<file path="src/design/idetb_pkg.sv">
`default_nettype none

package idetb_pkg;

    localparam int APB_ADDR_W = 5;
    localparam int APB_DATA_W = 32;
    localparam int NOW_W      = 32;

    localparam logic [APB_ADDR_W-1:0] ADDR_DEBOUNCE_MS     = 5'h00;
    localparam logic [APB_ADDR_W-1:0] ADDR_EDGE_ENABLE     = 5'h04;
    localparam logic [APB_ADDR_W-1:0] ADDR_TOGGLE_ENABLE   = 5'h08;
    localparam logic [APB_ADDR_W-1:0] ADDR_BLINK_ENABLE    = 5'h0C;
    localparam logic [APB_ADDR_W-1:0] ADDR_BLINK_PERIOD_MS = 5'h10;

    typedef struct packed {
        logic [7:0]  debounce_ms;
        logic        edge_enable;
        logic        toggle_enable;
        logic        blink_enable;
        logic [15:0] blink_period_ms;
    } cfg_t;

    localparam cfg_t CFG_RESET = '{
        debounce_ms:     8'd0,
        edge_enable:     1'b0,
        toggle_enable:   1'b0,
        blink_enable:    1'b0,
        blink_period_ms: 16'd500
    };

endpackage

`default_nettype wire

</file>
<file path="src/design/idetb_if.sv">
`default_nettype none

interface idetb_poll_if;
    logic                         valid;
    logic                         ready;
    logic                         pin_level;
    logic [idetb_pkg::NOW_W-1:0]  now_ms;

    modport source (output valid, output pin_level, output now_ms, input ready);
    modport sink   (input valid, input pin_level, input now_ms, output ready);
endinterface

interface idetb_level_if;
    logic valid;
    logic ready;
    logic level;

    modport source (output valid, output level, input ready);
    modport sink   (input valid, input level, output ready);
endinterface

`default_nettype wire

</file>
<file path="src/design/idetb_cfg.sv">
`default_nettype none

module idetb_cfg (
    input  logic                             clk,
    input  logic                             rst_n,
    input  logic                             psel,
    input  logic                             penable,
    input  logic                             pwrite,
    input  logic [idetb_pkg::APB_ADDR_W-1:0] paddr,
    input  logic [idetb_pkg::APB_DATA_W-1:0] pwdata,
    output logic [idetb_pkg::APB_DATA_W-1:0] prdata,
    output logic                             pready,
    output idetb_pkg::cfg_t                  cfg
);
    import idetb_pkg::*;

    cfg_t cfg_reg;
    cfg_t cfg_next;
    logic wr_en;

    assign pready = 1'b1;
    assign wr_en  = psel && penable && pwrite;
    assign cfg    = cfg_reg;

    always_comb
    begin
        cfg_next = cfg_reg;
        if (wr_en)
        begin
            case (paddr)
                ADDR_DEBOUNCE_MS:     cfg_next.debounce_ms     = pwdata[7:0];
                ADDR_EDGE_ENABLE:     cfg_next.edge_enable     = pwdata[0];
                ADDR_TOGGLE_ENABLE:   cfg_next.toggle_enable   = pwdata[0];
                ADDR_BLINK_ENABLE:    cfg_next.blink_enable    = pwdata[0];
                ADDR_BLINK_PERIOD_MS: cfg_next.blink_period_ms = pwdata[15:0];
                default:              cfg_next = cfg_reg;
            endcase
        end
    end

    always_comb
    begin
        case (paddr)
            ADDR_DEBOUNCE_MS:     prdata = {24'd0, cfg_reg.debounce_ms};
            ADDR_EDGE_ENABLE:     prdata = {31'd0, cfg_reg.edge_enable};
            ADDR_TOGGLE_ENABLE:   prdata = {31'd0, cfg_reg.toggle_enable};
            ADDR_BLINK_ENABLE:    prdata = {31'd0, cfg_reg.blink_enable};
            ADDR_BLINK_PERIOD_MS: prdata = {16'd0, cfg_reg.blink_period_ms};
            default:              prdata = '0;
        endcase
    end

    always_ff @(posedge clk or negedge rst_n)
    begin
        if (!rst_n)
        begin
            cfg_reg <= CFG_RESET;
        end
        else
        begin
            cfg_reg <= cfg_next;
        end
    end

endmodule

`default_nettype wire

</file>
<file path="src/design/idetb_chain.sv">
`default_nettype none

module idetb_chain #(
    parameter int TIME_BITS = 32
) (
    input  logic                 clk,
    input  logic                 rst_n,
    input  logic                 fire,
    input  logic                 pin_level,
    input  logic [TIME_BITS-1:0] now,
    input  idetb_pkg::cfg_t      cfg,
    output logic                 level
);
    import idetb_pkg::*;

    logic                 last_raw_reg,       last_raw_next;
    logic                 stable_level_reg,   stable_level_next;
    logic [TIME_BITS-1:0] debounce_stamp_reg, debounce_stamp_next;
    logic                 edge_previous_reg,  edge_previous_next;
    logic                 toggle_latch_reg,   toggle_latch_next;
    logic                 blink_phase_reg,    blink_phase_next;
    logic [TIME_BITS-1:0] blink_stamp_reg,    blink_stamp_next;
    logic                 chain_out_reg,      chain_out_next;

    logic                 debounce_on;
    logic                 any_on;
    logic [TIME_BITS-1:0] deb_elapsed;
    logic [TIME_BITS-1:0] blink_elapsed;
    logic                 v_deb;
    logic                 v_edge;
    logic                 v_tog;
    logic                 v_blink;

    assign debounce_on   = (cfg.debounce_ms != 8'd0);
    assign any_on        = debounce_on || cfg.edge_enable || cfg.toggle_enable
                           || cfg.blink_enable;
    assign deb_elapsed   = now - debounce_stamp_reg;
    assign blink_elapsed = now - blink_stamp_reg;

    always_comb
    begin
        last_raw_next       = last_raw_reg;
        stable_level_next   = stable_level_reg;
        debounce_stamp_next = debounce_stamp_reg;
        edge_previous_next  = edge_previous_reg;
        toggle_latch_next   = toggle_latch_reg;
        blink_phase_next    = blink_phase_reg;
        blink_stamp_next    = blink_stamp_reg;

        // debounce
        v_deb = pin_level;
        if (debounce_on)
        begin
            if (deb_elapsed > TIME_BITS'(cfg.debounce_ms))
            begin
                if (last_raw_reg == pin_level)
                begin
                    stable_level_next = pin_level;
                end
                debounce_stamp_next = now;
            end
            last_raw_next = pin_level;
            v_deb         = stable_level_next;
        end

        // rising edge
        v_edge = v_deb;
        if (cfg.edge_enable)
        begin
            v_edge             = v_deb && !edge_previous_reg;
            edge_previous_next = v_deb;
        end

        // toggle
        v_tog = v_edge;
        if (cfg.toggle_enable)
        begin
            if (v_edge)
            begin
                toggle_latch_next = !toggle_latch_reg;
            end
            v_tog = toggle_latch_next;
        end

        // blink
        v_blink = v_tog;
        if (cfg.blink_enable)
        begin
            if (v_tog)
            begin
                if (blink_elapsed > TIME_BITS'(cfg.blink_period_ms))
                begin
                    blink_phase_next = !blink_phase_reg;
                    blink_stamp_next = now;
                end
            end
            else
            begin
                blink_phase_next = 1'b0;
            end
            v_blink = blink_phase_next;
        end

        chain_out_next = any_on ? v_blink : chain_out_reg;
    end

    assign level = chain_out_next;

    always_ff @(posedge clk or negedge rst_n)
    begin
        if (!rst_n)
        begin
            last_raw_reg       <= 1'b0;
            stable_level_reg   <= 1'b0;
            debounce_stamp_reg <= '0;
            edge_previous_reg  <= 1'b0;
            toggle_latch_reg   <= 1'b0;
            blink_phase_reg    <= 1'b0;
            blink_stamp_reg    <= '0;
            chain_out_reg      <= 1'b0;
        end
        else if (fire)
        begin
            last_raw_reg       <= last_raw_next;
            stable_level_reg   <= stable_level_next;
            debounce_stamp_reg <= debounce_stamp_next;
            edge_previous_reg  <= edge_previous_next;
            toggle_latch_reg   <= toggle_latch_next;
            blink_phase_reg    <= blink_phase_next;
            blink_stamp_reg    <= blink_stamp_next;
            chain_out_reg      <= chain_out_next;
        end
    end

endmodule

`default_nettype wire

</file>
<file path="src/design/input_debounce_edge_toggle_blink.sv">
`default_nettype none

// Pin conditioning chain: each poll beat (pin_level, now_ms) passes through the
// enabled stages debounce, rising edge, toggle and blink, and yields one level
// beat; with no stage enabled the last level repeats. Throughput is one beat per
// clock unless the result side stalls. A beat passes the input register, then
// the chain update into the output register; chain state feedback closes within
// each update, so back-to-back polls are processed without bubbles. Timestamps
// are compared modulo 2^TIME_BITS. Configuration goes through the APB port at
// byte addresses 0x00..0x10 and should only change while no beat is in flight.

module input_debounce_edge_toggle_blink #(
    parameter int TIME_BITS = 32
) (
    input  logic                             clk,
    input  logic                             rst_n,
    input  logic                             psel,
    input  logic                             penable,
    input  logic                             pwrite,
    input  logic [idetb_pkg::APB_ADDR_W-1:0] paddr,
    input  logic [idetb_pkg::APB_DATA_W-1:0] pwdata,
    output logic [idetb_pkg::APB_DATA_W-1:0] prdata,
    output logic                             pready,
    idetb_poll_if.sink                       poll,
    idetb_level_if.source                    result
);
    import idetb_pkg::*;

    cfg_t                 cfg;
    logic                 in_valid_reg,  in_valid_next;
    logic                 in_pin_reg;
    logic [TIME_BITS-1:0] in_now_reg;
    logic                 out_valid_reg, out_valid_next;
    logic                 out_level_reg;
    logic                 advance;
    logic                 poll_take;
    logic                 chain_level;

    idetb_cfg u_cfg (
        .clk     (clk),
        .rst_n   (rst_n),
        .psel    (psel),
        .penable (penable),
        .pwrite  (pwrite),
        .paddr   (paddr),
        .pwdata  (pwdata),
        .prdata  (prdata),
        .pready  (pready),
        .cfg     (cfg)
    );

    idetb_chain #(
        .TIME_BITS (TIME_BITS)
    ) u_chain (
        .clk       (clk),
        .rst_n     (rst_n),
        .fire      (advance),
        .pin_level (in_pin_reg),
        .now       (in_now_reg),
        .cfg       (cfg),
        .level     (chain_level)
    );

    assign advance      = in_valid_reg && (!out_valid_reg || result.ready);
    assign poll.ready   = !in_valid_reg || advance;
    assign poll_take    = poll.valid && poll.ready;
    assign result.valid = out_valid_reg;
    assign result.level = out_level_reg;

    always_comb
    begin
        in_valid_next = in_valid_reg;
        if (poll_take)
        begin
            in_valid_next = 1'b1;
        end
        else if (advance)
        begin
            in_valid_next = 1'b0;
        end

        out_valid_next = out_valid_reg;
        if (advance)
        begin
            out_valid_next = 1'b1;
        end
        else if (result.ready)
        begin
            out_valid_next = 1'b0;
        end
    end

    always_ff @(posedge clk or negedge rst_n)
    begin
        if (!rst_n)
        begin
            in_valid_reg  <= 1'b0;
            out_valid_reg <= 1'b0;
        end
        else
        begin
            in_valid_reg  <= in_valid_next;
            out_valid_reg <= out_valid_next;
        end
    end

    always_ff @(posedge clk)
    begin
        if (poll_take)
        begin
            in_pin_reg <= poll.pin_level;
            in_now_reg <= TIME_BITS'(poll.now_ms);
        end
        if (advance)
        begin
            out_level_reg <= chain_level;
        end
    end

endmodule

`default_nettype wire

</file>
<file path="src/flat_wrapper.sv">
// flat-port wrapper written by rule: the top's interface ports become plain ports
module input_debounce_edge_toggle_blink_flat import idetb_pkg::*;
#(
    parameter int TIME_BITS = 32
)
  (clk, rst_n, psel, penable, pwrite, paddr, pwdata, prdata, pready, poll_valid, poll_pin_level, poll_now_ms, poll_ready, result_valid, result_level, result_ready);
  idetb_poll_if poll_i ();
  idetb_level_if result_i ();
  input  logic clk;
  input  logic rst_n;
  input  logic psel;
  input  logic penable;
  input  logic pwrite;
  input  logic [idetb_pkg::APB_ADDR_W-1:0] paddr;
  input  logic [idetb_pkg::APB_DATA_W-1:0] pwdata;
  output logic [idetb_pkg::APB_DATA_W-1:0] prdata;
  output logic pready;
  input wire logic [$bits(poll_i.valid)-1:0] poll_valid;
  input wire logic [$bits(poll_i.pin_level)-1:0] poll_pin_level;
  input wire logic [$bits(poll_i.now_ms)-1:0] poll_now_ms;
  output wire logic [$bits(poll_i.ready)-1:0] poll_ready;
  output wire logic [$bits(result_i.valid)-1:0] result_valid;
  output wire logic [$bits(result_i.level)-1:0] result_level;
  input wire logic [$bits(result_i.ready)-1:0] result_ready;
  assign poll_i.valid = poll_valid;
  assign poll_i.pin_level = poll_pin_level;
  assign poll_i.now_ms = poll_now_ms;
  assign poll_ready = poll_i.ready;
  assign result_valid = result_i.valid;
  assign result_level = result_i.level;
  assign result_i.ready = result_ready;
  input_debounce_edge_toggle_blink #(.TIME_BITS(TIME_BITS)) u_core (.clk(clk), .rst_n(rst_n), .psel(psel), .penable(penable), .pwrite(pwrite), .paddr(paddr), .pwdata(pwdata), .prdata(prdata), .pready(pready), .poll(poll_i), .result(result_i));
endmodule
</file>
<file path="config.mk">
export PLATFORM = sky130hd
export DESIGN_NAME = input_debounce_edge_toggle_blink_flat
export DESIGN_NICKNAME = d
export VERILOG_FILES = /design/src/design/idetb_pkg.sv /design/src/design/idetb_if.sv /design/src/design/idetb_cfg.sv /design/src/design/idetb_chain.sv /design/src/design/input_debounce_edge_toggle_blink.sv /design/src/flat_wrapper.sv
export SDC_FILE = /design/constraint.sdc
export NUM_CORES = 1
export LEC_CHECK = 0
export BUFFER_PORTS_ARGS = -buffer_cell sky130_fd_sc_hd__buf_2
export CAP_MARGIN = 10
export CELL_PAD_IN_SITES_DETAIL_PLACEMENT = 1
export CELL_PAD_IN_SITES_GLOBAL_PLACEMENT = 2
export CORE_MARGIN = 3
export CORE_UTILIZATION = 40
export DETAILED_ROUTE_END_ITERATION = 8
export PLACE_DENSITY_LB_ADDON = 0.1
export SETUP_SLACK_MARGIN = 0.4
export SYNTH_ARGS = -nofsm -noshare
export SYNTH_HDL_FRONTEND = slang
export SYNTH_HIERARCHICAL = 1
export SYNTH_SLANG_ARGS = --single-unit
</file>
<file path="constraint.sdc">
create_clock -name clk -period 9.78 [get_ports clk]
set_clock_uncertainty 0.2 [all_clocks]
set_input_delay 1.956 -clock clk [delete_from_list [all_inputs] [get_ports clk]]
set_output_delay 1.956 -clock clk [all_outputs]
set_load 0.005 [all_outputs]
</file>
==> metrics <==
clk root buf=clkbuf_16; synth unique cells=82; number of global-route vias before repair=between 8000 and 9000; layout cell share with drive strength beyond 1=0.164; Pre-antenna DRT Iters=4; Max-Cap Viols=0; Clk pwr share=0.197; Vias/cell=between 5 and 6; Cells after Synth=1073; leakage power=~0.0048 µW; fin cells=1471; H-tree lvl count=4; crit-path max cell delay=0.68 ns; RSZ-0062 raised after global routing=false; chip height=around 160 µm; Vias=about 8000; hold path depth=2; worst r2r src=u_core/in_now_reg[0]$_DFFE_PP_; EDFF count, synth=34; Crit path top cell by count=nand4_1; relative slew slack=0.321; multi-input logic area=around 5800 µm²; Post-synth top flop=dfrtp_1; synthesized cell area=a little under 10000 µm²; cts bufs inserted=17; status=finished clean; CTS resizes=0; clk buf depth=2; Post-CTS Hold Fix Bufs=0; # diodes=0; Psw=between 1000 and 1500 µW; Post-CTS Setup Inserts=0; hold_sp=u_core/u_chain/edge_previous_reg$_DFFE_PN0P_; drt first-iter violations=357; type of the worst setup path=reg2reg; Syn Area/Cell=9.20 µm²; sequential area share after synthesis=0.355; combinational power share=0.558; post-route ant nets=0; Starting Density=0.413; Worst Path Required=between 9 and 10 ns; CTS tree=yes; fin nets=1304; GRT Resource Usage Total=0.217; grt ovf=0; synthesis-stage register bit count=between 100 and 150; Reg2Reg Capture Point=u_core/u_chain/blink_stamp_reg[5]$_DFFE_PN0P_; Reg power frac=0.245; R2R depth=22; Filler cells=2800; area delta synth->final=11.9%; core area=~24000 µm²; fmax=160 MHz; post-synth top area share=0.236; Setup Viol. Count Final=0; area leader, netlist=dfrtp_1; largest net degree at the start of global routing=64; routed wire length=around 28000 µm; fin crit period=6.24 ns; internal cell power=~1800 µW; Critical Path Fanout Max=32; dpl cells=1439; Reg2Reg Setup Slack=3.54 ns; WL/cell=between 15 and 20 µm; gpl congestion=0.855; HPWL after detailed placement=approximately 22000 µm; Sw Ratio=0.446; io pins=approximately 110; Port-buffer cells=roughly 80; final setup TNS=0 ns; commonest cells after routing, fill and taps aside=nand2_1, inv_1, dfrtp_1, ha_1, o21ai_0; row cnt=56; crit start category=flip-flop; most common cell after layout, fill and taps aside=nand2_1; clock latency on the worst-skew pair=0.43 ns; synth top area cells=dfrtp_1, ha_1, edfxtp_1, nand2_1, o21ai_0; WHS Endpoint=u_core/u_chain/edge_previous_reg$_DFFE_PN0P_; Clock transition at path regs=around 0.070 ns; Tcrit/Tclk final=0.638; Slew Limit Fails=0; PwrDens=about 290 nW/µm²; global-route wire length before repair=45600 µm; CP Cell Sequence=inv_1 -> ha_1 -> inv_1 -> fa_1 -> a21o_1 -> a221oi_1 -> o221ai_1 -> a31o_2 -> xor2_1 -> ha_1 -> nand4_1 -> nor2_1 -> nand4_1 -> o22ai_1 -> a31oi_1 -> nor4_1 -> nand4_1 -> nor4_1 -> buf_4 -> a211oi_4 -> buf_4 -> mux2_1; Worst Setup End Kind=flip-flop; initial antenna violation count=0; worst endpoint data arrival time=around 6.3 ns; Num Clock Sinks=roughly 130; async set-reset flop share out of synthesis=0.744; register area=between 3000 and 4000 µm²; drt drc=0; endpoints failing hold=0; Yosys warning count=6; Worst Max-Slew Pin Slew=between 1 and 1.5 ns; die area=approximately 27000 µm²; worst hold-check path type=reg2reg; Die W=around 160 µm; slowest stage cell, crit path=a221oi_1; Max VDD drop=between 0.0001 and 0.00015 V
-- critical path, delay by kind of cell, from the launching register on --
family | cells | cell delay, ns
xor+xnor | 1 | 0.16
buf+inv | 4 | 0.73
mux | 1 | 0.38
compound gates | 7 | 2.08
flops | 1 | 0.41
fa+ha+maj | 3 | 0.90
simple gates | 6 | 1.18
-- metal layers --
layer / global-route usage / up-vias / share of wire
met2: 0.354 / 116 / 0.47
met1: 0.305 / 4063 / 0.50
met4: 0.0496 / 0 / 0.013
met3: 0.0317 / 20 / 0.024
li1: - / 4009 / -
met5: 0 / - / 0
-- cells in the mapped netlist (5+ instances only) --
cell       instances
ha_1              86
xnor2_1           17
a21o_1            20
buf_4             17
nor3_1            17
xor2_1            19
dfrtp_1           93
mux2_1            33
clkbuf_1          28
nor4_1             8
a22o_2             7
inv_1             96
mux2i_1            6
a31oi_1            7
o2111ai_1          6
nor2_1            43
o21a_1            15
nand2_1          108
a211o_1            5
o211ai_1          14
mux2_2            31
nand3_1           15
o21ai_0           79
a211oi_1           7
a21oi_1           78
edfxtp_1          34
and2_2             8
nand2b_1           7
dfstp_2            6
and4_1             7
nor2b_1            9
and3_1            12
o22ai_1            7
o221ai_1           6
nand4_1           27
or4_1              5
-- metrics by stage --
stage / total power [µW] / hold slack [ns] / area [µm²] / worst slack, ns / utilization
6_report: 3250 / 0.279 / 11100 / 3.54 / 0.463
5_1_grt: 3540 / 0.294 / 11100 / 3.16 / 0.463
3_5_place_dp: 2600 / 0.269 / 10500 / 3.64 / 0.439
3_3_place_gp: 2570 / 0.261 / 10500 / 3.79 / 0.439
4_1_cts: 3270 / 0.284 / 11100 / 3.61 / 0.463
2_1_floorplan: 2130 / 0.247 / 9930 / 4.48 / -
-- cell families (layout without fill, tap and decap cells) --
logic type,after synthesis,in the layout,synth area share
DFF,133,133,0.355
other,2,17,0.000760
buffers and inverters,147,211,0.0656
and+or+nand+nor,293,293,0.152
xor gates and xnor gates,36,36,0.0319
AOI/OAI and AO/OA,304,304,0.202
adders and majority gates,88,88,0.113
muxes,70,70,0.0791
-- final cells by class --
class                   count  share of cell area
multi-input cells         808               0.523
clock inverters            13              0.0111
well taps                 319              0.0361
repair buffers             83              0.0387
inverters                  96              0.0326
flip-flops and latches    133               0.317
clock buffers              19              0.0410
-- power groups by stage --
stage	Clock (µW)	Sequential [µW]	Combinational, µW
after floorplan	0	777	1350
after global placement	0	797	1770
after detailed placement	0	806	1800
after CTS	657	798	1810
after global routing	677	815	2050
final	640	797	1810
-- worst max path at each step --
stage                                              start                                              to  slack (ns)  depth (start not counted)
after floorplan                                 paddr[3]                                       prdata[7]        4.48                          4
after global placement                          paddr[3]                                       prdata[1]        3.79                          5
after detailed placement  u_core/in_now_reg[0]$_DFFE_PP_  u_core/u_chain/blink_stamp_reg[28]$_DFFE_PN0P_        3.64                         22
after CTS                 u_core/in_now_reg[0]$_DFFE_PP_  u_core/u_chain/blink_stamp_reg[18]$_DFFE_PN0P_        3.61                         22
after global routing      u_core/in_now_reg[0]$_DFFE_PP_  u_core/u_chain/blink_stamp_reg[23]$_DFFE_PN0P_        3.16                         22
final                     u_core/in_now_reg[0]$_DFFE_PP_   u_core/u_chain/blink_stamp_reg[5]$_DFFE_PN0P_        3.54                         22
Power figures use the tool's default switching activity.
